===== config.mk =====
export PLATFORM = sky130hd
export DESIGN_NAME = ssh_merge
export DESIGN_NICKNAME = d
export VERILOG_FILES = /design/src/rtl/ssh_pkg.sv /design/src/rtl/ssh_merge.sv
export SDC_FILE = /design/constraint.sdc
export NUM_CORES = 1
export LEC_CHECK = 0
export BUFFER_PORTS_ARGS = -buffer_cell sky130_fd_sc_hd__buf_2
export CORE_MARGIN = 2
export CORE_UTILIZATION = 50
export DETAILED_ROUTE_END_ITERATION = 8
export PLACE_DENSITY = 0.77
export SLEW_MARGIN = 20
export SYNTH_ARGS = -nofsm -noshare
export SYNTH_HDL_FRONTEND = slang
export SYNTH_SLANG_ARGS = --single-unit

===== constraint.sdc =====
create_clock -name clk -period 22.4 [get_ports clk]
set_input_delay 1.12 -clock clk [delete_from_list [all_inputs] [get_ports clk]]
set_output_delay 1.12 -clock clk [all_outputs]
set_load 0.01 [all_outputs]

===== src/rtl/ssh_pkg.sv =====
// Shared types, constants and helper functions for the sample state histogram unit.
// No dependencies; every other file of the block imports this package.
package ssh_pkg;

  // Block sizing
  localparam int CHANNELS     = 16;
  localparam int SAMPLE_WIDTH = 16;
  localparam int SLOTS        = 8;
  localparam int CNT_W        = 32;
  localparam int CH_W         = 4;
  localparam int THR_W        = 15;
  localparam int SEL_W        = 2;

  // The channel field is four bits wide, so at most sixteen rows are reachable.
  localparam int ROWS   = (CHANNELS < (1 << CH_W)) ? CHANNELS : (1 << CH_W);
  localparam int ROW_AW = (ROWS > 1) ? $clog2(ROWS) : 1;

  // Comparison width that holds the sample and the threshold with sign
  localparam int CMP_W = ((SAMPLE_WIDTH > THR_W) ? SAMPLE_WIDTH : THR_W) + 2;

  // Stream widths
  localparam int IN_TDATA_W  = 40;
  localparam int RES_W       = CH_W + (SLOTS + 1) * CNT_W;
  localparam int OUT_TDATA_W = ((RES_W + 7) / 8) * 8;

  // Result queue
  localparam int Q_DEPTH = 3;
  localparam int QP_W    = $clog2(Q_DEPTH);
  localparam int LVL_W   = $clog2(Q_DEPTH + 1);

  // APB
  localparam int APB_AW = 4;
  localparam int APB_DW = 32;

  localparam logic [CNT_W-1:0] CNT_MAX         = {CNT_W{1'b1}};
  localparam logic [THR_W-1:0] LEVEL_THR_RESET = THR_W'(512);

  // Beat kind carried on tuser
  localparam logic FUNC_COUNT = 1'b0;
  localparam logic FUNC_READ  = 1'b1;

  // Sample selection codes
  localparam logic [SEL_W-1:0] SEL_ALL  = 2'd0;
  localparam logic [SEL_W-1:0] SEL_EVEN = 2'd1;
  localparam logic [SEL_W-1:0] SEL_ODD  = 2'd2;

  typedef enum logic [1:0] {
    REG_TWO_BIT    = 2'd0,
    REG_COMPLEX    = 2'd1,
    REG_SAMPLE_SEL = 2'd2,
    REG_LEVEL_THR  = 2'd3
  } reg_idx_t;

  typedef logic [CNT_W-1:0] cnt_t;
  typedef logic signed [SAMPLE_WIDTH-1:0] sample_t;

  typedef struct packed {
    logic              two_bit;
    logic              cplx;
    logic [SEL_W-1:0]  sel;
    logic [THR_W-1:0]  thr;
  } cfg_t;

  // Item as it sits in the counter update stage
  typedef struct packed {
    logic              valid;
    logic              rd;
    logic              ch_ok;
    logic [CH_W-1:0]   channel;
    logic [SLOTS-1:0]  mask;
    logic              blank;
  } stage_t;

  // Update command for one counter lane
  typedef struct packed {
    logic              en;
    logic [ROW_AW-1:0] row;
  } lane_upd_t;

  // One-hot quantizer state of a value; bit 0 is the most negative state.
  // 1-bit mode uses bits 0 (negative) and 1 (positive). Values on a bound give zero.
  function automatic logic [3:0] state_hot(input sample_t v, input logic two_bit,
                                           input logic [THR_W-1:0] thr);
    logic signed [CMP_W-1:0] vx;
    logic signed [CMP_W-1:0] tp;
    logic signed [CMP_W-1:0] tn;
    logic [3:0]              hot;
    vx  = CMP_W'(v);
    tp  = signed'(CMP_W'(thr));
    tn  = -tp;
    hot = 4'b0000;
    if (vx != '0) begin
      if (!two_bit) begin
        hot = (vx > 0) ? 4'b0010 : 4'b0001;
      end else if (vx > 0 && vx < tp) begin
        hot = 4'b0100;
      end else if (vx > tp) begin
        hot = 4'b1000;
      end else if (vx < 0 && vx > tn) begin
        hot = 4'b0010;
      end else if (vx < tn) begin
        hot = 4'b0001;
      end
    end
    return hot;
  endfunction

endpackage


===== src/rtl/ssh_merge.sv =====
// Merge stage: gathers the lane counters and blank count into result beats and queues them.
// Depends on ssh_pkg.
module ssh_merge (
  input  logic                            clk,
  input  logic                            rst,
  input  ssh_pkg::stage_t                 stage,
  input  logic [ssh_pkg::SLOTS-1:0][ssh_pkg::CNT_W-1:0] counts,
  input  ssh_pkg::cnt_t                   blank,
  output logic                            m_tvalid,
  input  logic                            m_tready,
  output logic [ssh_pkg::OUT_TDATA_W-1:0] m_tdata,
  output logic [ssh_pkg::LVL_W-1:0]       level
);
  import ssh_pkg::*;

  logic [RES_W-1:0]              q [Q_DEPTH];
  logic [QP_W-1:0]               head;
  logic [QP_W-1:0]               tail;
  logic                          push;
  logic                          pop;
  logic [SLOTS-1:0][CNT_W-1:0]   shown;
  logic [RES_W-1:0]              entry;

  assign push     = stage.rd;
  assign pop      = m_tvalid && m_tready;
  assign m_tvalid = (level != '0);
  // Out-of-range channels report zero counters
  assign shown    = stage.ch_ok ? counts : '0;
  assign entry    = {blank, shown, stage.channel};
  assign m_tdata  = OUT_TDATA_W'(q[head]);

  function automatic logic [QP_W-1:0] wrap_inc(input logic [QP_W-1:0] p);
    return (p == QP_W'(Q_DEPTH - 1)) ? '0 : p + QP_W'(1);
  endfunction

  always_ff @(posedge clk) begin
    if (push) begin
      q[tail] <= entry;
    end
  end

  always_ff @(posedge clk) begin
    if (rst) begin
      head  <= '0;
      tail  <= '0;
      level <= '0;
    end else begin
      if (push) begin
        tail <= wrap_inc(tail);
      end
      if (pop) begin
        head <= wrap_inc(head);
      end
      level <= level + LVL_W'(push) - LVL_W'(pop);
    end
  end

endmodule

==> impl_results.md <==
* Status: finished clean
* Setup bufs post-CTS at 0
* Max Used Layer: met5
* DR WL met3 at 6628 um
* Die W at 267.3 um
* DRC at 0
* Maximum vdd drop at 66.72 uV
* Cts repair resizes at 0
* Final ANT Viol Nets at 0
* CTS Buffer Depth at 3
* # IOs at 606
* Initial antenna violation count at 23
* Max FO, Critical Path at 56
* Port bufs at 591
* Reg2Reg Launch Point: tail[1]$_SDFFE_PP0P_
* Cells after DPL at 3592
* Rel. slew slack at 0.1942
* Cell count after synthesis at 2177
* Synthesis-to-finish area growth at 18.24%
* Grt ovf at 0
* RD Place Congestion at 0.8121
* Routed WL at 74540 um
* Crit start category: flop
* DRT Pass-1 Iters at 5
* Worst-skew pair later-pin latency at 0.63 ns
* Skew final at 0.02891 ns
* Cell Pwr Density at 90.16 nW/um^2
* Routed len/inst at 19.81 um
* Final worst path period share at 0.2621
* Die footprint at 71470 sq um
* Root buf cell: clkbuf_16
* Reg2Reg Depth at 4
* Crit path kind: flop to output pin
* Row Count at 96
* Initial Util at 0.5056
* Clock Sinks at 884
* P_leak at 14.28 nW
* FMAX at 170.4 MHz
* Post-Route M1 WL at 28230 um
* Layout cells sized above 1 at 0.2641
* Hold path startpoint: head[1]$_SDFFE_PP0P_
* Post-synthesis register bit count at 884
* Hold crit path type: flop to flop
* Worst-margin pin slew at 1.209 ns
* Via/cell ratio at 5.211
* Vias in the first global route at 19680
* Final Hold Vio Count at 0
* First-pass GRT wire length at 110900 um
* Crit path time final at 5.870 ns
* Vias post-DR at 19610
* Final Instance Count excl. Fillers at 3763
* TritonCTS Buffers at 88
* NumNets Final at 3059
* WHS Path Cells at 2
* Critical Path Sink Type: output pin
* Syn. warnings at 0
* Max Cap Violations at 0
* Cts-stage hold buffer count at 0
* Largest net degree at the start of global routing at 217
* Synthesized area at 34670 sq um
* Dpl hpwl at 45250 um
* Fin. max-slew vios at 0
* GRT Total Usage at 0.2007
* CTS tree: done
* Die Ht at 267.3 um
* Critical Path AT at 4.75 ns
* CORE AREA at 68590 sq um
* Final setup viols at 0
* Synth Area per Inst at 15.93 sq um
* H-tree lvl count at 3
* Required time worst endpoint at 21.28 ns
* RSZ-0062 raised after global routing: false
* Clock transition at the registers of the reported paths at 0.06 ns
* Sequential area share after synthesis at 0.7633
* Met2 wire length at 37070 um
* Synth cell types at 25
* Final setup TNS at 0 ns
* DRT iter0 DRCs at 1836
## cells by family after synthesis
logic type | share of synthesized area
DFF | 0.7633
and+or+nand+nor | 0.08007
AOI/OAI and AO/OA | 0.04326
other | 0.0001081
buffers and inverters | 0.02771
muxes | 0.08523
adders and majority gates | 0.0003608
## cell type report
cell class	count	area (sq um)
diodes	11	27.53
clock buffers	108	2318
clock inverters	52	546.8
fillers	5011	27590
inverters	2	7.507
multi-input cells	1163	7286
flip-flops and latches	884	26470
well taps	931	1165
repair buffers	612	3177
## layer usage
layer / up-vias / GRT usage
met5: - / 0
met1: 9512 / 0.2392
met3: 159 / 0.06712
met4: 24 / 0.08093
li1: 9188 / -
met2: 725 / 0.3360
## cells in the mapped netlist
master	number	share of area
dfxtp_1	8	0.0046
buf_8	27	0.012
o21ai_1	280	0.040
buf_4	11	0.0024
nor2b_1	2	0.00036
buf_12	4	0.0023
clkbuf_1	53	0.0057
nand2_1	297	0.032
buf_2	35	0.0051
buf_6	1	0.00032
or3b_1	1	0.00025
or2_2	1	0.00018
o21ai_2	1	0.00025
o21ai_0	13	0.0019
conb_1	1	0.00011
a21oi_1	5	0.00072
nor2_1	5	0.00054
edfxtp_1	876	0.76
mux2_2	2	0.00065
mux2i_1	293	0.085
or3_1	1	0.00018
inv_1	2	0.00022
nor3b_1	1	0.00022
ha_1	1	0.00036
and2_1	256	0.046
## per-stage QoR
stage / power, mW / instance area [sq um] / utilization / worst slack (ns) / hold WS, ns
floorplan: 2.173 / 34690 / - / 8.132 / 0.4623
global placement: 2.268 / 38090 / 0.5553 / 17.17 / 0.4601
detailed placement: 2.282 / 38100 / 0.5555 / 17.12 / 0.4811
CTS: 3.726 / 40970 / 0.5973 / 16.44 / 0.4880
global route: 3.819 / 41000 / 0.5977 / 16.17 / 0.5095
finish: 3.697 / 41000 / 0.5978 / 16.53 / 0.4897
## power by group
| group | internal [mW] | switching, mW | total, mW |
|---|---|---|---|
| Sequential | 1.90 | 0.0217 | 1.92 |
| Combinational | 0.123 | 0.198 | 0.322 |
| Clock | 0.844 | 0.607 | 1.45 |
## placed cells by master (no fill, tap or decap), drive strengths merged
master,Yosys,layout
inv,2,5
nor3b,1,1
buf,78,611
or3b,1,1
a21oi,5,5
edfxtp,876,876
conb,1,4
mux2,2,2
and2,256,256
dfxtp,8,8
clkbuf,53,109
diode,0,11
nand2,297,297
clkinvlp,0,5
or2,1,1
ha,1,1
bufinv,0,9
mux2i,293,293
nor2b,2,2
clkinv,0,35
nor2,5,5
or3,1,1
o21ai,294,294
## worst paths after layout
kind	endpoint	slack, ns
worst max-delay path	m_tdata[56]	16.53
worst min-delay path	flop	0.49
worst max register to register	q[2][151]$_DFFE_PP_	18.86
worst min register to register	flop	0.49
## critical path, stage by stage, from the launching register on
cell and delay [ns]:
dfxtp_4 0.82, buf_4 0.88, buf_4 0.86, buf_4 0.79
mux2i_1 0.28, o21ai_1 0.11, buf_2 0.20
## state kept, by name, summed over array words and instances, names as in the netlist, named ones only
register	count
q	876
head	2
level	2
tail	2
(Power assumes the default switching activity.)
