==> config.mk <==
export PLATFORM = sky130hd
export DESIGN_NAME = ssh_lane
export DESIGN_NICKNAME = d
export VERILOG_FILES = /design/src/rtl/ssh_pkg.sv /design/src/rtl/ssh_lane.sv
export SDC_FILE = /design/constraint.sdc
export NUM_CORES = 1
export LEC_CHECK = 0
export ABC_AREA = 1
export CELL_PAD_IN_SITES_DETAIL_PLACEMENT = 1
export CELL_PAD_IN_SITES_GLOBAL_PLACEMENT = 1
export CORE_ASPECT_RATIO = 0.75
export CORE_UTILIZATION = 35
export CTS_CLUSTER_DIAMETER = 120
export CTS_CLUSTER_SIZE = 40
export DETAILED_ROUTE_END_ITERATION = 6
export DONT_BUFFER_PORTS = 1
export HOLD_SLACK_MARGIN = 0.03
export MAX_ROUTING_LAYER = met4
export PLACE_DENSITY_LB_ADDON = 0.05
export SYNTH_ARGS = -nofsm -noshare
export SYNTH_HDL_FRONTEND = slang
export SYNTH_SLANG_ARGS = --single-unit
export TNS_END_PERCENT = 1
==> constraint.sdc <==
create_clock -name clk -period 5.8 [get_ports clk]
set_clock_uncertainty 0.15 [all_clocks]
set_input_delay 1.74 -clock clk [delete_from_list [all_inputs] [get_ports clk]]
set_output_delay 1.74 -clock clk [all_outputs]
set_load 0.02 [all_outputs]
==> src/rtl/ssh_pkg.sv <==
// Shared types, constants and helper functions for the sample state histogram unit.
// No dependencies; every other file of the block imports this package.
package ssh_pkg;

  // Block sizing
  localparam int CHANNELS     = 16;
  localparam int SAMPLE_WIDTH = 16;
  localparam int SLOTS        = 8;
  localparam int CNT_W        = 32;
  localparam int CH_W         = 4;
  localparam int THR_W        = 15;
  localparam int SEL_W        = 2;

  // The channel field is four bits wide, so at most sixteen rows are reachable.
  localparam int ROWS   = (CHANNELS < (1 << CH_W)) ? CHANNELS : (1 << CH_W);
  localparam int ROW_AW = (ROWS > 1) ? $clog2(ROWS) : 1;

  // Comparison width that holds the sample and the threshold with sign
  localparam int CMP_W = ((SAMPLE_WIDTH > THR_W) ? SAMPLE_WIDTH : THR_W) + 2;

  // Stream widths
  localparam int IN_TDATA_W  = 40;
  localparam int RES_W       = CH_W + (SLOTS + 1) * CNT_W;
  localparam int OUT_TDATA_W = ((RES_W + 7) / 8) * 8;

  // Result queue
  localparam int Q_DEPTH = 3;
  localparam int QP_W    = $clog2(Q_DEPTH);
  localparam int LVL_W   = $clog2(Q_DEPTH + 1);

  // APB
  localparam int APB_AW = 4;
  localparam int APB_DW = 32;

  localparam logic [CNT_W-1:0] CNT_MAX         = {CNT_W{1'b1}};
  localparam logic [THR_W-1:0] LEVEL_THR_RESET = THR_W'(512);

  // Beat kind carried on tuser
  localparam logic FUNC_COUNT = 1'b0;
  localparam logic FUNC_READ  = 1'b1;

  // Sample selection codes
  localparam logic [SEL_W-1:0] SEL_ALL  = 2'd0;
  localparam logic [SEL_W-1:0] SEL_EVEN = 2'd1;
  localparam logic [SEL_W-1:0] SEL_ODD  = 2'd2;

  typedef enum logic [1:0] {
    REG_TWO_BIT    = 2'd0,
    REG_COMPLEX    = 2'd1,
    REG_SAMPLE_SEL = 2'd2,
    REG_LEVEL_THR  = 2'd3
  } reg_idx_t;

  typedef logic [CNT_W-1:0] cnt_t;
  typedef logic signed [SAMPLE_WIDTH-1:0] sample_t;

  typedef struct packed {
    logic              two_bit;
    logic              cplx;
    logic [SEL_W-1:0]  sel;
    logic [THR_W-1:0]  thr;
  } cfg_t;

  // Item as it sits in the counter update stage
  typedef struct packed {
    logic              valid;
    logic              rd;
    logic              ch_ok;
    logic [CH_W-1:0]   channel;
    logic [SLOTS-1:0]  mask;
    logic              blank;
  } stage_t;

  // Update command for one counter lane
  typedef struct packed {
    logic              en;
    logic [ROW_AW-1:0] row;
  } lane_upd_t;

  // One-hot quantizer state of a value; bit 0 is the most negative state.
  // 1-bit mode uses bits 0 (negative) and 1 (positive). Values on a bound give zero.
  function automatic logic [3:0] state_hot(input sample_t v, input logic two_bit,
                                           input logic [THR_W-1:0] thr);
    logic signed [CMP_W-1:0] vx;
    logic signed [CMP_W-1:0] tp;
    logic signed [CMP_W-1:0] tn;
    logic [3:0]              hot;
    vx  = CMP_W'(v);
    tp  = signed'(CMP_W'(thr));
    tn  = -tp;
    hot = 4'b0000;
    if (vx != '0) begin
      if (!two_bit) begin
        hot = (vx > 0) ? 4'b0010 : 4'b0001;
      end else if (vx > 0 && vx < tp) begin
        hot = 4'b0100;
      end else if (vx > tp) begin
        hot = 4'b1000;
      end else if (vx < 0 && vx > tn) begin
        hot = 4'b0010;
      end else if (vx < tn) begin
        hot = 4'b0001;
      end
    end
    return hot;
  endfunction

endpackage

==> src/rtl/ssh_lane.sv <==
// One counter lane: a row of saturating 32-bit counters, one per channel, for one slot.
// Depends on ssh_pkg.
module ssh_lane (
  input  logic                     clk,
  input  logic                     rst,
  input  logic [ssh_pkg::ROW_AW-1:0] rd_row,
  input  ssh_pkg::lane_upd_t       upd,
  output ssh_pkg::cnt_t            count
);
  import ssh_pkg::*;

  cnt_t            mem [ROWS];
  logic [ROWS-1:0] row_valid;
  cnt_t            rd_data;
  logic            rd_valid;
  cnt_t            cur;
  cnt_t            nxt;
  logic            bypass;

  // Unwritten rows read as zero
  assign cur    = rd_valid ? rd_data : '0;
  assign nxt    = (cur == CNT_MAX) ? cur : cur + CNT_W'(1);
  assign bypass = upd.en && (upd.row == rd_row);
  assign count  = cur;

  // Write-first read so a beat right behind an update of the same row sees it
  always_ff @(posedge clk) begin
    if (upd.en) begin
      mem[upd.row] <= nxt;
    end
    rd_data <= bypass ? nxt : mem[rd_row];
  end

  always_ff @(posedge clk) begin
    if (rst) begin
      row_valid <= '0;
      rd_valid  <= 1'b0;
    end else begin
      if (upd.en) begin
        row_valid[upd.row] <= 1'b1;
      end
      rd_valid <= row_valid[rd_row] | bypass;
    end
  end

endmodule

==> flow_summary.toml <==
[die]
fp.coreArea_um2 = 65900
area_of_the_die_um2 = 68300
row_count = 81
die_width_um = 302
initial_core_util_pct = 35.7
io-pin-count = 43
floorplan.die.height_um = 227

[clock_network]
cts_tree = "yes"
hold_buffers = 0
cts.repair_timing.setup_buffer_count = 0
clock_sink_count = 533
clkSlewWorstSetupHoldPaths_ns = 0.15
cts-root-to-sink-buffers = 3
insertion_delay_to_the_later_sink_of_the_worst_skew_pair_ns = 0.60
cts_inserted_buffers = 17
postCtsResizedCells = 0
ctsRootBufferMaster = "sky130_fd_sc_hd__clkbuf_16"
cts-htree-levels = 1

[logic_synthesis]
syn_nets = 2381
synth_seq_cells = 533
synthTopCellsByArea = "sky130_fd_sc_hd__edfxtp_1 65%, sky130_fd_sc_hd__nand2_1 12%, sky130_fd_sc_hd__nand3_1 8.0%"
synth.yosys.warnings = 0
synth_edf_count = 512
synth-seq-area-share_pct = 67.1
number_of_different_library_cells_in_the_post_synthesis_netlist = 30
synthesis.area_um2 = 23500
post_synth.cell_area_avg_um2 = 9.94
synthFlopType = "sky130_fd_sc_hd__edfxtp_1"
yosys-top-cells-count = "742 x sky130_fd_sc_hd__nand2_1, 512 x sky130_fd_sc_hd__edfxtp_1, 377 x sky130_fd_sc_hd__nand3_1"
yosys_top_cell_by_area = "sky130_fd_sc_hd__edfxtp_1"
synth_top_area_share_pct = 65.3
yosys.cell_count.top_type = "sky130_fd_sc_hd__nand2_1"
post_synth_inst_count = 2369
synthArstFlopShare_pct = 0

[cells_and_area]
antenna_cells = 0
design.final.nets = 2340
nFillCells = 7406
layout.core_utilization_pct = 38.2
proportion_of_layout_cells_with_a_drive_suffix_above_1_pct = 4.67
syn2layout_area_growth_pct = 6.88
final-instance-count-excl-fill = 3205

[min_path]
whs_path_depth = 2
worstHoldPathType = "reg2reg"

[grt]
total_track_usage_pct = 23.8
grt-ovfl-total = 0
grt_pass1_wl_um = 114000
antenna_found_initial = 1
maximum_number_of_pins_on_one_net_before_global_route_repair = 155
first_global_vias = 16309

[critical_path]
startpoint_type = "register"
cp.arrival_ns = 3.29
critPathRequiredTime_ns = 3.91
critPathMaxFanout = 39
r2r_worst_path_depth = 17
crit_path_end_kind = "output pin"
critPathKind = "reg2out"

[drt]
dr_total_vias = 16278
vias_per_cell = 5.08
detail_route.first_pass.iterations = 7
drc = 3
dr.first_iter.drc_count = 1327
ant_nets = 0
drt-total-wl_um = 78400
detail_route.wl_per_cell_um = 24.4

[job]
drv_cap = 0

[timing]
final_max_slew_viol_count = 0
timing.final.setup_violations = 0
max_slew_margin_pct = 13.6
timing.final.crit_share_pct = 89.3
rsz0062_at_grt = "false"
clock.fmax_ghz = 0.193
setup_tns_ns = 0
post-route-min-period_ns = 5.18
final-hold-violation-count = 0
max_slew.worst_pin.slew_ns = 1.29

[pwr]
p_leak_uw = 0.0101
powerDensity_nw_per_um2 = 264
ir_drop_mv = 0.180

[placed_design]
place.detailed.hpwl_um = 48600
placement.io_buffers = 0
placedCellCount = 3180
place_congestion = 0.824

[outcome]
violations = "DRC"
run_status = "finished with violations"
==> where the power goes <==
part           internal (µW)  switching, µW
Sequential              4280           20.3
Combinational            134            477
Clock                    567           1170
==> per-layer routing <==
| metal | vias to the layer above | share of wire (%) | global-route usage (%) | wire length [µm] |
|---|---|---|---|---|
| li1 | 7650 | - | - | - |
| met1 | 8313 | 49 | 33.7 | 38300 |
| met2 | 264 | 45 | 37.0 | 35300 |
| met3 | 51 | 4.7 | 3.45 | 3670 |
| met4 | 0 | 1.4 | 3.41 | 1100 |
| met5 | - | 0 | - | 0 |
==> flip-flops by register name (all words and copies together) (netlist names), named ones only <==
name	cells
mem	512
rd_valid	1
row_valid	16
==> critical path: stages (launching register included) <==
cell                      delay [ns]
sky130_fd_sc_hd__dfxtp_4        0.49
sky130_fd_sc_hd__inv_6          0.35
sky130_fd_sc_hd__buf_4          0.44
sky130_fd_sc_hd__nand2_1        0.10
sky130_fd_sc_hd__nand2_1        0.07
sky130_fd_sc_hd__nand2_1        0.05
sky130_fd_sc_hd__nand3_1        0.12
sky130_fd_sc_hd__nand3_1        0.13
sky130_fd_sc_hd__nand2_1        0.37
sky130_fd_sc_hd__nand2_1        0.17
sky130_fd_sc_hd__inv_1          0.38
==> cell usage in the layout, fill, tap and decap left out, drive strengths merged, types with 3 or more instances in the layout <==
master	count
nor2	210
o21ai	63
inv	298
edfxtp	512
dfxtp	21
buf	56
o211ai	12
nand2	743
clkbuf	22
o22ai	3
nand3	377
==> worst paths after layout <==
path / startpoint / to / slack [ns]
setup / recovery: register / count[2] / 0.62
hold / removal: row_valid[10]$_SDFFE_PP0P_ / row_valid[10]$_SDFFE_PP0P_ / 0.33
setup reg to reg: register / mem[7][20]$_DFFE_PP_ / 0.70
hold reg to reg: row_valid[10]$_SDFFE_PP0P_ / row_valid[10]$_SDFFE_PP0P_ / 0.33
==> per-stage QoR <==
stage / setup slack (ns) / total power (µW) / cell area, µm² / hold slack, ns
4_1_cts: 0.601 / 6710 / 25200 / 0.338
3_3_place_gp: 0.840 / 4990 / 24700 / 0.298
6_report: 0.621 / 6640 / 25200 / 0.333
2_1_floorplan: 1.80 / 4760 / 23500 / 0.285
5_1_grt: 0.369 / 6860 / 25200 / 0.361
3_5_place_dp: 0.801 / 5000 / 24700 / 0.309
==> cells by family (layout without fill, tap and decap cells) <==
logic type | Yosys count | in the layout | share of synthesized area [%]
buffers and inverters | 413 | 378 | 7.33
adder cells (fa/ha/maj) | 1 | 1 | 0.0531
AND/OR/NAND/NOR | 1336 | 1336 | 23.5
flip-flops | 533 | 533 | 67.1
AO/OA/AOI/OAI | 86 | 86 | 2.07
==> final cells by class <==
cell class / instances / area (µm²) / share of cell area [%]
Clock buffer: 22 / 444 / 1.76
Clock inverter: 3 / 47.5 / 0.189
Inverter: 297 / 1120 / 4.46
Multi-Input combinational cell: 1423 / 6150 / 24.4
Sequential cell: 533 / 15800 / 62.8
Tap cell: 871 / 1090 / 4.33
Timing Repair Buffer: 56 / 508 / 2.02
Note: power is estimated with default switching activity, not from simulation.
