## src/rtl/ssh_pkg.sv

```systemverilog
// Shared types, constants and helper functions for the sample state histogram unit.
// No dependencies; every other file of the block imports this package.
package ssh_pkg;

  // Block sizing
  localparam int CHANNELS     = 16;
  localparam int SAMPLE_WIDTH = 16;
  localparam int SLOTS        = 8;
  localparam int CNT_W        = 32;
  localparam int CH_W         = 4;
  localparam int THR_W        = 15;
  localparam int SEL_W        = 2;

  // The channel field is four bits wide, so at most sixteen rows are reachable.
  localparam int ROWS   = (CHANNELS < (1 << CH_W)) ? CHANNELS : (1 << CH_W);
  localparam int ROW_AW = (ROWS > 1) ? $clog2(ROWS) : 1;

  // Comparison width that holds the sample and the threshold with sign
  localparam int CMP_W = ((SAMPLE_WIDTH > THR_W) ? SAMPLE_WIDTH : THR_W) + 2;

  // Stream widths
  localparam int IN_TDATA_W  = 40;
  localparam int RES_W       = CH_W + (SLOTS + 1) * CNT_W;
  localparam int OUT_TDATA_W = ((RES_W + 7) / 8) * 8;

  // Result queue
  localparam int Q_DEPTH = 3;
  localparam int QP_W    = $clog2(Q_DEPTH);
  localparam int LVL_W   = $clog2(Q_DEPTH + 1);

  // APB
  localparam int APB_AW = 4;
  localparam int APB_DW = 32;

  localparam logic [CNT_W-1:0] CNT_MAX         = {CNT_W{1'b1}};
  localparam logic [THR_W-1:0] LEVEL_THR_RESET = THR_W'(512);

  // Beat kind carried on tuser
  localparam logic FUNC_COUNT = 1'b0;
  localparam logic FUNC_READ  = 1'b1;

  // Sample selection codes
  localparam logic [SEL_W-1:0] SEL_ALL  = 2'd0;
  localparam logic [SEL_W-1:0] SEL_EVEN = 2'd1;
  localparam logic [SEL_W-1:0] SEL_ODD  = 2'd2;

  typedef enum logic [1:0] {
    REG_TWO_BIT    = 2'd0,
    REG_COMPLEX    = 2'd1,
    REG_SAMPLE_SEL = 2'd2,
    REG_LEVEL_THR  = 2'd3
  } reg_idx_t;

  typedef logic [CNT_W-1:0] cnt_t;
  typedef logic signed [SAMPLE_WIDTH-1:0] sample_t;

  typedef struct packed {
    logic              two_bit;
    logic              cplx;
    logic [SEL_W-1:0]  sel;
    logic [THR_W-1:0]  thr;
  } cfg_t;

  // Item as it sits in the counter update stage
  typedef struct packed {
    logic              valid;
    logic              rd;
    logic              ch_ok;
    logic [CH_W-1:0]   channel;
    logic [SLOTS-1:0]  mask;
    logic              blank;
  } stage_t;

  // Update command for one counter lane
  typedef struct packed {
    logic              en;
    logic [ROW_AW-1:0] row;
  } lane_upd_t;

  // One-hot quantizer state of a value; bit 0 is the most negative state.
  // 1-bit mode uses bits 0 (negative) and 1 (positive). Values on a bound give zero.
  function automatic logic [3:0] state_hot(input sample_t v, input logic two_bit,
                                           input logic [THR_W-1:0] thr);
    logic signed [CMP_W-1:0] vx;
    logic signed [CMP_W-1:0] tp;
    logic signed [CMP_W-1:0] tn;
    logic [3:0]              hot;
    vx  = CMP_W'(v);
    tp  = signed'(CMP_W'(thr));
    tn  = -tp;
    hot = 4'b0000;
    if (vx != '0) begin
      if (!two_bit) begin
        hot = (vx > 0) ? 4'b0010 : 4'b0001;
      end else if (vx > 0 && vx < tp) begin
        hot = 4'b0100;
      end else if (vx > tp) begin
        hot = 4'b1000;
      end else if (vx < 0 && vx > tn) begin
        hot = 4'b0010;
      end else if (vx < tn) begin
        hot = 4'b0001;
      end
    end
    return hot;
  endfunction

endpackage

```

## src/rtl/ssh_classify.sv

```systemverilog
// Input decode stage: sorts one accepted beat into counter slots and registers it.
// Depends on ssh_pkg.
module ssh_classify (
  input  logic                   clk,
  input  logic                   rst,
  input  logic                   take,
  input  logic                   func,
  input  logic [ssh_pkg::CH_W-1:0] channel,
  input  ssh_pkg::sample_t       real_value,
  input  ssh_pkg::sample_t       imag_value,
  input  logic                   sample_odd,
  input  ssh_pkg::cfg_t          cfg,
  output ssh_pkg::stage_t        stage
);
  import ssh_pkg::*;

  logic             ch_ok;
  logic             keep;
  logic             do_count;
  logic [3:0]       hot_re;
  logic [3:0]       hot_im;
  logic [SLOTS-1:0] mask;
  logic             blank;

  always_comb begin
    ch_ok    = 32'(channel) < CHANNELS;
    keep     = !((cfg.sel == SEL_EVEN) && sample_odd) && !((cfg.sel == SEL_ODD) && !sample_odd);
    do_count = take && (func == FUNC_COUNT) && ch_ok && keep;
    hot_re   = state_hot(real_value, cfg.two_bit, cfg.thr);
    hot_im   = state_hot(imag_value, cfg.two_bit, cfg.thr);
    if (!cfg.cplx) begin
      // zero real value goes to the shared blank counter only
      blank = (real_value == '0);
      mask  = {4'b0000, hot_re};
    end else if (cfg.two_bit) begin
      blank = 1'b0;
      mask  = {hot_im, hot_re};
    end else begin
      blank = 1'b0;
      mask  = {4'b0000, hot_im[1:0], hot_re[1:0]};
    end
  end

  always_ff @(posedge clk) begin
    if (rst) begin
      stage <= '0;
    end else begin
      stage.valid   <= take;
      stage.rd      <= take && (func == FUNC_READ);
      stage.ch_ok   <= ch_ok;
      stage.channel <= channel;
      stage.mask    <= do_count ? mask : '0;
      stage.blank   <= do_count && blank;
    end
  end

endmodule

```

## config.mk

```make
export PLATFORM = sky130hd
export DESIGN_NAME = ssh_classify
export DESIGN_NICKNAME = d
export VERILOG_FILES = /design/src/rtl/ssh_pkg.sv /design/src/rtl/ssh_classify.sv
export SDC_FILE = /design/constraint.sdc
export NUM_CORES = 1
export LEC_CHECK = 0
export ABC_AREA = 0
export BUFFER_PORTS_ARGS = -buffer_cell sky130_fd_sc_hd__buf_2
export CELL_PAD_IN_SITES_DETAIL_PLACEMENT = 0
export CELL_PAD_IN_SITES_GLOBAL_PLACEMENT = 1
export CORE_MARGIN = 3
export CORE_UTILIZATION = 41
export DETAILED_ROUTE_END_ITERATION = 6
export PLACE_DENSITY_LB_ADDON = 0.25
export SLEW_MARGIN = 5
export SYNTH_ARGS = -nofsm -noshare
export SYNTH_HDL_FRONTEND = slang
export SYNTH_SLANG_ARGS = --single-unit
```

## constraint.sdc

```tcl
create_clock -name clk -period 6.53 [get_ports clk]
set_clock_uncertainty 0.05 [all_clocks]
set_input_delay 0.9795 -clock clk [delete_from_list [all_inputs] [get_ports clk]]
set_output_delay 0.9795 -clock clk [all_outputs]
set_load 0.05 [all_outputs]
```

==> metrics.md, run 1 <==
| Metric | Value |
|---|---|
| Mapped Nets | 406 |
| Design Area, Final | about 0.003 sq mm |
| Starting Density | 0.4333 |
| First-pass GRT wire length | roughly 12000 um |
| Max-capacitance violation count | 0 |
| Vias in the first global route | 2509 |
| Mapped Cells | about 290 |
| Hold-fix buffers at CTS | 0 |
| Via density | around 5.6 |
| Max Clk Rate | 0.2566 GHz |
| Ys flop type | dfxtp_1 |
| Post-synth EDFFs | 0 |
| YS warnings | 0 |
| Root Driver | clkbuf_8 |
| Antenna Diode Count | 0 |
| Highest-count cells in the layout ignoring fill and taps | buf_2, ha_1, inv_1 |
| Routed vias | approximately 2500 |
| Arr. time, crit path | around 4000 ps |
| Worst path cell trace | buf_2 -> inv_1 -> ha_1 -> nor4b_4 -> nand2_1 -> xnor2_1 -> ha_1 -> nand4_1 -> nor2_1 -> a21oi_1 -> o211ai_1 -> and4bb_2 -> a2111oi_2 -> xor2_1 -> o31ai_1 |
| GPL Wtd Cong | around 0.94 |
| Final setup viols | 0 |
| Outcome | finished, final reports clean |
| Area growth syn-to-layout | 21.42% |
| Critical Path Start | cfg[1] |
| Cell Area, Synth | around 0.0024 sq mm |
| Crit path required time | between 6000 and 7000 ps |
| Ports | 76 |
| Top flop regs | stage (16) |
| Post-route antenna net violation count | 0 |
| WS Path Type | input port to flop |
| Die X | 82.99 um |
| CTS max path bufs | 2 |
| Switching share of total power | 0.3642 |
| Clock power share | 0.246 |
| Largest reg by FF count | stage |
| Final Critical Period | ~3900 ps |
| Max Fanout on Critical Path | 4 |
| Crit start category | input port |
| First drt pass iteration count | 4 |
| Pre-CTS setup slack | between 2000 and 2500 ps |
| Non-Filler Instances | approximately 440 |
| # H-tree levels | 1 |
| Routed WL | approximately 7000 um |
| Fin. max-slew vios | 0 |
| Slew at the pin closest to its max-slew limit | approximately 920 ps |
| Number of hold violations in the final report | 0 |
| Die area | approximately 0.0069 sq mm |
| Worst Slack Setup Final | ~2600 ps |
| Nets | between 400 and 500 |
| Largest net degree at the start of global routing | 10 |
| Chip Height | a little over 80 um |
| CTS clk-pin slew, worst paths | ~60 ps |
| HPWL after DPL | 6252 um |
| Comb pwr share | 0.463 |
| Setup TNS | 0 ps |
| Mean Syn Cell Area | around 8.5 sq um |
| Slew margin rel. | 0.3731 |
| Wire length per cell | approximately 16 um |
| # resized after CTS | 0 |
| Total CTS buffers | 3 |
| Initial antenna violation count | 0 |
| FILL cells | 567 |
| Initial drt markers | roughly 130 |
| Netlist cell types | between 50 and 60 |
| Crit path top cell by count | ha_1 |
| Clk sink count | 16 |
| Flop pwr share | 0.291 |
| Power Density | ~120 mW/mm^2 |
| Register bit count reported by yosys | 16 |
| # port buffers | 75 |
| Post-Place Cell Area | between 0.002 and 0.003 sq mm |
| GRT overflow | 0 |
| DRC | 0 |
| Final clock period utilization by the worst path | 0.5967 |
| Critical Path Max Stage Delay | approximately 360 ps |
| Slowest cell on crit path | a2111oi_2 |
| Commonest non-fill, non-tap cell in the layout | buf_2 |
| Total Routing Usage GR | 0.2071 |
| CP endpoint kind | flop |
| Worst Hold Class | input port to flop |
| Async S/R FF share, synth | 0 |
| Leakage | approximately 1.6 nW |
| Seq/Total Area, Yosys | 0.1318 |
| Row count | 27 |
| P_sw | about 0.13 mW |
| Postcts setup bufs | 0 |
| Hold Startpoint | cfg[17] |
| CTS tree | done |
| Max reg flops | 16 |
| Core Box Area | approximately 0.0056 sq mm |
| Dpl cells | 432 |
| P_int | 0.2208 mW |
| Layout cells sized above 1 | 0.2582 |
| RSZ-0062 raised after global routing | no |
| Max IR drop VDD | between 0.1 and 0.15 mV |
==> critical path, delay by kind of cell <==
family | cells | cell delay [ps]
compound gates | 4 | 840
fa+ha+maj | 2 | 550
simple gates | 5 | 920
buf+inv | 2 | 220
xor+xnor | 2 | 480
==> logic make-up (layout without fill, tap and decap cells) <==
group | Yosys count | in the layout | share of synthesized area
buffers and inverters | 27 | 106 | 0.04171
DFF | 16 | 16 | 0.1318
adders and majority gates | 63 | 63 | 0.3229
AOI/OAI and AO/OA | 59 | 59 | 0.1699
and+or+nand+nor | 102 | 102 | 0.2554
xor gates and xnor gates | 16 | 16 | 0.06952
muxes | 2 | 2 | 0.008754
==> stage by stage <==
step | util | hold slack [ps] | power [mW]
5_1_grt | 0.5261 | 880.1 | 0.3769
3_5_place_dp | 0.5163 | 1136 | 0.2624
6_report | 0.5261 | 875.9 | 0.3473
3_3_place_gp | 0.5163 | 1136 | 0.2619
4_1_cts | 0.5261 | 872.3 | 0.3497
2_1_floorplan | - | 1001 | 0.2021
==> area by class of cell <==
| type | instances | area [sq um] | share of cell area |
|---|---|---|---|
| multi-input combinational | 242 | 2008 | 0.6807 |
| inverter | 27 | 101.3 | 0.03435 |
| tap | 72 | 90.09 | 0.03053 |
| timing repair buffer | 75 | 375.4 | 0.1272 |
| clock buffer | 4 | 55.05 | 0.01866 |
| sequential | 16 | 320.3 | 0.1086 |
==> synthesized netlist by cell type, drive strengths merged (7+ instances only) <==
cell	number	share of area
ha	61	0.31
inv	27	0.042
nand2	20	0.031
nand4	17	0.053
a21o	16	0.049
dfxtp	16	0.13
a21oi	15	0.031
nor2	12	0.020
xnor2	11	0.046
nor2b	10	0.026
nor3	10	0.032
nor4	9	0.023
nand3	8	0.016
o21ai	7	0.014
==> path summary, 6_finish.rpt <==
| kind | end | cells after the start |
|---|---|---|
| max | stage[1] | 15 |
| min | stage[0] | 2 |
==> power groups by stage <==
stage | Clock, mW | Sequential (mW) | Combinational, mW
finish | 0.0854 | 0.101 | 0.161
global route | 0.0934 | 0.101 | 0.182
CTS | 0.0883 | 0.101 | 0.160
detailed placement | 0 | 0.103 | 0.159
floorplan | 0 | 0.114 | 0.0884
global placement | 0 | 0.103 | 0.159
==> layer usage <==
layer | part of all wire | global-route usage | vias up
met5 | 0 | 0 | -
met4 | 0.016 | 0.04309 | 0
met3 | 0.054 | 0.03671 | 12
met1 | 0.51 | 0.2920 | 1110
li1 | - | - | 1245
met2 | 0.42 | 0.3294 | 84
(Power assumes the default switching activity.)
==> run 2, diff against run 1 <==
--- a/config.mk
+++ b/config.mk
@@ -5,12 +5,12 @@
 export SDC_FILE = /design/constraint.sdc
 export NUM_CORES = 1
 export LEC_CHECK = 0
-export ABC_AREA = 0
+export ABC_AREA = 1
 export BUFFER_PORTS_ARGS = -buffer_cell sky130_fd_sc_hd__buf_2
 export CELL_PAD_IN_SITES_DETAIL_PLACEMENT = 0
 export CELL_PAD_IN_SITES_GLOBAL_PLACEMENT = 1
 export CORE_MARGIN = 3
-export CORE_UTILIZATION = 41
+export CORE_UTILIZATION = 37
 export DETAILED_ROUTE_END_ITERATION = 6
 export PLACE_DENSITY_LB_ADDON = 0.25
 export SLEW_MARGIN = 5
==> constraint.sdc (replaced) <==
create_clock -name clk -period 3.7 [get_ports clk]
set_clock_uncertainty 0.05 [all_clocks]
set_input_delay 0.555 -clock clk [delete_from_list [all_inputs] [get_ports clk]]
set_output_delay 0.555 -clock clk [all_outputs]
set_load 0.05 [all_outputs]
==> run 2 against run 1 <==
Core utilization fell by 5.7 points. Critical endpoint is now stage[6]. Sequential power is 77% higher. First-iteration DRC count fell by 18%. Global-route usage down 1.9 points. Largest cell class unchanged.
==> metrics.md, run 2 <==
| Metric | Value |
|---|---|
| Die area | between 0.008 and 0.009 sq mm |
| Total Routing Usage GR | 0.1877 |
| Adder-cell area share of the yosys netlist | 0.2783 |
| Number of hold violations in the final report | 0 |
| # resized after CTS | 0 |
| WS Path Type | input port to flop |
| Outcome | finished, final reports clean |
| CTS tree | done |
| Top post-synthesis cells by area | ha_1, dfxtp_1, nand2_1, inv_1, nand3_1 |
| Clk sink count | 16 |
| Die X | 92.10 um |
| Wire length per cell | between 10 and 15 um |
| Cell Area, Synth | between 0.002 and 0.003 sq mm |
| Highest-count cells in the layout ignoring fill and taps | nand2_1, buf_2, inv_1 |
| Clock power share | 0.204 |
| Mapped Nets | roughly 530 |
| Max Fanout on Critical Path | 3 |
| CTS max path bufs | 2 |
| Netlist cell types | 33 |
| Slew margin rel. | 0.6916 |
| Post-synth EDFFs | 0 |
| Dpl cells | 581 |
| Max Clk Rate | approximately 0.34 GHz |
| Core Box Area | about 0.007 sq mm |
| Mapped Cells | 411 |
| Initial drt markers | 102 |
| Post-synthesis simple-gate area fraction | 0.3581 |
| First drt pass iteration count | 4 |
| Fin. max-slew vios | 0 |
| GR peak layer | met2 |
| Met1 Track Usage GR | 0.2548 |
| Cell with the most instances after synthesis | nand2_1 |
| GRT overflow | 0 |
| Slew at the pin closest to its max-slew limit | about 460 ps |
| Max reg flops | 16 |
| Pre-CTS setup slack | 466.4 ps |
| Mean Syn Cell Area | ~6.7 sq um |
| Nets | between 600 and 700 |
| DRC | 0 |
| Hold-fix buffers at CTS | 0 |
| Worst Hold Class | input port to flop |
| Crit path required time | 3780 ps |
| Final Critical Period | 2964 ps |
| P_sw | approximately 0.24 mW |
| Synth Area in XOR/XNOR | 0.03193 |
| Leakage | roughly 1.9 nW |
| Max-capacitance violation count | 0 |
| Async S/R FF share, synth | 0 |
| Vias in the first global route | between 2000 and 3000 |
| Largest family of logic cells by synthesized area | simple AND/OR/NAND/NOR gates |
| Routed WL | just under 8000 um |
| Non-Filler Instances | roughly 600 |
| Setup TNS | 0 ps |
| Register bit count reported by yosys | 16 |
| Final setup viols | 0 |
| Final clock period utilization by the worst path | 0.8011 |
| YS warnings | 0 |
| First-pass GRT wire length | between 10000 and 15000 um |
| Max IR drop VDD | approximately 0.19 mV |
| Met2 usage in global routing | 0.3230 |
| Largest reg by FF count | stage |
| Comb pwr share | 0.500 |
| Postcts setup bufs | 0 |
| Area leader, netlist | ha_1 |
| Flop pwr share | 0.296 |
| Power Density | between 150 and 200 mW/mm^2 |
| Total CTS buffers | 3 |
| Starting Density | 0.3928 |
| CTS clk-pin slew, worst paths | around 60 ps |
| Initial antenna violation count | 0 |
| # port buffers | 75 |
| Commonest cells post-synth | nand2_1, inv_1, ha_1 |
| Root Driver | clkbuf_8 |
| RSZ-0062 raised after global routing | no |
| GPL Wtd Cong | around 0.96 |
| Top flop regs | stage (16) |
| Ports | 76 |
| Antenna Diode Count | 0 |
| Row count | 30 |
| # H-tree levels | 1 |
| Routed vias | between 2000 and 3000 |
| Ys flop type | dfxtp_1 |
| HPWL after DPL | 7187 um |
| Pwr Total | slightly above 0.6 mW |
| Area growth syn-to-layout | 19.43% |
| Arr. time, crit path | between 3000 and 4000 ps |
| Commonest non-fill, non-tap cell in the layout | nand2_1 |
| Mux contribution to synthesized area | 0 |
| Chip Height | around 90 um |
| Worst Slack Setup Final | 736.1 ps |
| Top cell type's share of synthesized area | 0.2783 |
| Via density | slightly below 5 |
| Global-route met3 utilization | 0.02379 |
| Worst hold slack | around 450 ps |
| Layout cells sized above 1 | 0.2398 |
| Post-synthesis compound-gate area fraction | 0.1095 |
| Largest net degree at the start of global routing | 9 |
| Seq/Total Area, Yosys | 0.1168 |
| Crit start category | input port |
| Switching share of total power | 0.4022 |
| Post-route antenna net violation count | 0 |
| CP endpoint kind | flop |
| P_int | around 0.36 mW |
## run 2: final cells by class
class / instances / area (sq um)
fill: 784 / 3706
multi-input combinational: 318 / 2133
timing repair buffer: 75 / 375.4
sequential: 16 / 320.3
inverter: 76 / 285.3
tap: 96 / 120.1
clock buffer: 3 / 41.29
## run 2: power groups by stage
stage               Sequential, mW  Combinational [mW]  Clock, mW
finish                       0.179               0.302      0.123
global route                 0.179               0.346      0.134
CTS                          0.179               0.303      0.127
detailed placement           0.182               0.302          0
global placement             0.182               0.297          0
floorplan                    0.201               0.175          0
## run 2: cells by family after synthesis
group | count (synthesis)
and+or+nand+nor | 197
buffers and inverters | 77
adders and majority gates | 61
AOI/OAI and AO/OA | 50
DFF | 16
xor gates and xnor gates | 10
## run 2: layer usage
| layer | wire, um | vias to the layer above | share of wire |
|---|---|---|---|
| li1 | - | 1523 | - |
| met1 | 3845 | 1280 | 0.48 |
| met2 | 3614 | 64 | 0.46 |
| met3 | 398 | 8 | 0.050 |
| met4 | 80 | 0 | 0.010 |
| met5 | 0 | - | 0 |
## run 2: worst paths after layout
path | startpoint | to | slack, ps | cells after the start
worst max-delay path | cfg[0] | stage[6] | 740 | 17
worst min-delay path | cfg[17] | stage[0] | 450 | 2
## run 2: worst max-delay path, cell delays in order
cell and delay, ps:
buf_2 120, inv_1 100, ha_1 230, nand3_1 140
nor2_2 160, nand3_1 160, xor2_1 170, inv_1 80
ha_1 270, nand2_1 50, nor2_1 270, nand4_1 110
or2_2 300, o21bai_1 140, inv_1 60, nand3_2 70
a21oi_2 50
## run 2: stage by stage
| step | utilization | cell area (sq um) |
|---|---|---|
| 4_1_cts | 0.4692 | 3276 |
| 6_report | 0.4692 | 3276 |
| 3_5_place_dp | 0.4633 | 3234 |
| 3_3_place_gp | 0.4633 | 3234 |
| 5_1_grt | 0.4692 | 3276 |
| 2_1_floorplan | - | 2743 |
==> run 3, diff against run 2 <==
==> constraint.sdc (replaced) <==
create_clock -name clk -period 2.9 [get_ports clk]
set_clock_uncertainty 0.05 [all_clocks]
set_input_delay 0.435 -clock clk [delete_from_list [all_inputs] [get_ports clk]]
set_output_delay 0.435 -clock clk [all_outputs]
set_load 0.05 [all_outputs]
==> run 3 against run 2 <==
Combinational power up 32%. Highest routed layer unchanged. Core utilization up 2.1 points. Critical endpoint unchanged. Via count up 1.1%. Clock power up 57%. Worst setup slack worse by 460 ps. Routed wire length up 3.4%. Die area unchanged. Power up 36%. Critical path depth unchanged. Global-route usage up 0.58 points.
==> metrics.md, run 3 (synthesis gave the netlist of run 2 again) <==
| Metric | Value |
|---|---|
| DRC | 0 |
| Core Box Area | ~0.007 sq mm |
| CP endpoint kind | flop |
| GR peak layer | met2 |
| Crit path top cell by count | inv_1 |
| FILL cells | ~740 |
| Top flop regs | stage (16) |
| Chip Height | around 90 um |
| # resized after CTS | 0 |
| Pre-CTS setup slack | -46.55 ps |
| CTS max path bufs | 2 |
| Final clock period utilization by the worst path | 0.9042 |
| Total CTS buffers | 3 |
| CTS tree | done |
| Antenna Diode Count | 0 |
| Crit start category | input port |
| # H-tree levels | 1 |
| Nets | around 630 |
| First-pass GRT wire length | 13450 um |
| Initial antenna violation count | 0 |
| Starting Density | 0.3928 |
| Routed vias | between 2000 and 3000 |
| Layout cells sized above 1 | 0.2713 |
| WS Path Type | input port to flop |
| Largest net degree at the start of global routing | 10 |
| Row count | 30 |
| Arr. time, crit path | 2710 ps |
| Outcome | finished, final reports clean |
| Vias in the first global route | 2886 |
| Max IR drop VDD | 0.2613 mV |
| Leakage | just under 2 nW |
| Slew margin rel. | 0.6752 |
| Final Critical Period | roughly 2600 ps |
| Routed WL | between 8000 and 9000 um |
| Number of hold violations in the final report | 0 |
| CTS clk-pin slew, worst paths | ~60 ps |
| Stages on worst setup path | 17 |
| Post-route antenna net violation count | 0 |
| Max reg flops | 16 |
| Worst hold slack | 330.8 ps |
| Initial drt markers | between 70 and 80 |
| Max Clk Rate | around 0.38 GHz |
| Met2 usage in global routing | 0.3352 |
| RSZ-0062 raised after global routing | no |
| Postcts setup bufs | 0 |
| Die X | between 90 and 100 um |
| Fin. max-slew vios | 0 |
| Critical Path Start | cfg[0] |
| End of the critical path | stage[6] |
| Worst path cell trace | buf_2 -> inv_1 -> ha_1 -> nand3_1 -> nor2_2 -> nand3_1 -> xor2_1 -> inv_1 -> ha_1 -> nand2_1 -> nor2_2 -> nand4_1 -> or2_2 -> o21bai_1 -> inv_1 -> nand3_2 -> a21oi_2 |
| Crit path required time | around 3000 ps |
| Area growth syn-to-layout | 24.86% |
| GPL Wtd Cong | ~0.87 |
| Slowest cell on crit path | or2_2 |
| Clk sink count | 16 |
| Die area | ~0.0085 sq mm |
| Slew at the pin closest to its max-slew limit | 483.4 ps |
| Max Fanout on Critical Path | 3 |
| Met1 Track Usage GR | 0.2606 |
| Ports | 76 |
| Multi-input logic area | ~0.0021 sq mm |
| Power Density | around 240 mW/mm^2 |
| Hold-fix buffers at CTS | 0 |
| GRT overflow | 0 |
| Wire length per cell | about 14 um |
| Root Driver | clkbuf_8 |
| Register Area | 320.3 sq um |
| Final setup viols | 0 |
| Worst Hold Class | input port to flop |
| Via density | 4.837 |
| Worst Slack Setup Final | 277.9 ps |
| Largest reg by FF count | stage |
| Commonest non-fill, non-tap cell in the layout | nand2_1 |
| # port buffers | 75 |
| Delay-heaviest family, CP | simple AND/OR/NAND/NOR gates |
| Total Routing Usage GR | 0.1934 |
| HPWL after DPL | 7339 um |
| First drt pass iteration count | 4 |
| Max-capacitance violation count | 0 |
| Highest-count cells in the layout ignoring fill and taps | nand2_1, buf_2, inv_1 |
| Critical Path Max Stage Delay | 280 ps |
| Worst path buffer plus inverter count | 4 |
| Global-route met3 utilization | 0.02133 |
run 3: changes by cell type in the layout (fill, tap and decap cells not counted):
cell | before | now
xor2_1 | 10 | 9
nor2_1 | 33 | 32
clkbuf_8 | 3 | 4
buf_4 | 0 | 16
nor3_2 | 0 | 1
xor2_2 | 0 | 1
nor3_1 | 7 | 6
nor2_2 | 7 | 8
run 3: power breakdown:
| part | internal, mW | switching (mW) |
|---|---|---|
| logic | 0.151 | 0.248 |
| clock network | 0.120 | 0.0732 |
| registers | 0.226 | 0.00147 |
| total | 0.498 | 0.323 |
run 3: layout make-up:
| class | count | area share |
|---|---|---|
| Timing Repair Buffer | 91 | 0.1447 |
| Inverter | 76 | 0.08330 |
| Tap cell | 96 | 0.03507 |
| Multi-Input combinational cell | 318 | 0.6273 |
| Clock buffer | 4 | 0.01608 |
| Sequential cell | 16 | 0.09353 |
run 3: through the flow:
step           power (mW)  setup TNS (ps)  area (sq um)    util  std cells
4_1_cts            0.8268               0          3410  0.4884        601
3_5_place_dp       0.6283          -46.55          3354  0.4805        597
3_3_place_gp       0.6232          -120.0          3354  0.4805        597
5_1_grt            0.8945               0          3425  0.4905        601
6_report           0.8204               0          3425  0.4905        601
2_1_floorplan      0.4797               0          2743       -        411
run 3: worst min path at each step:
| stage | startpoint | to | slack (ps) | depth (start not counted) |
|---|---|---|---|---|
| floorplan | rst | stage[13] | 440 | 1 |
| global placement | channel[1] | stage[10] | 580 | 3 |
| detailed placement | cfg[17] | stage[0] | 590 | 2 |
| CTS | cfg[17] | stage[0] | 330 | 2 |
| global route | channel[2] | stage[11] | 340 | 3 |
| finish | cfg[17] | stage[0] | 330 | 2 |
run 3: per-layer routing:
layer	up-vias	wire length (um)
met5	-	0
met4	0	86
met3	8	266
met2	53	3735
met1	1300	4118
li1	1546	-
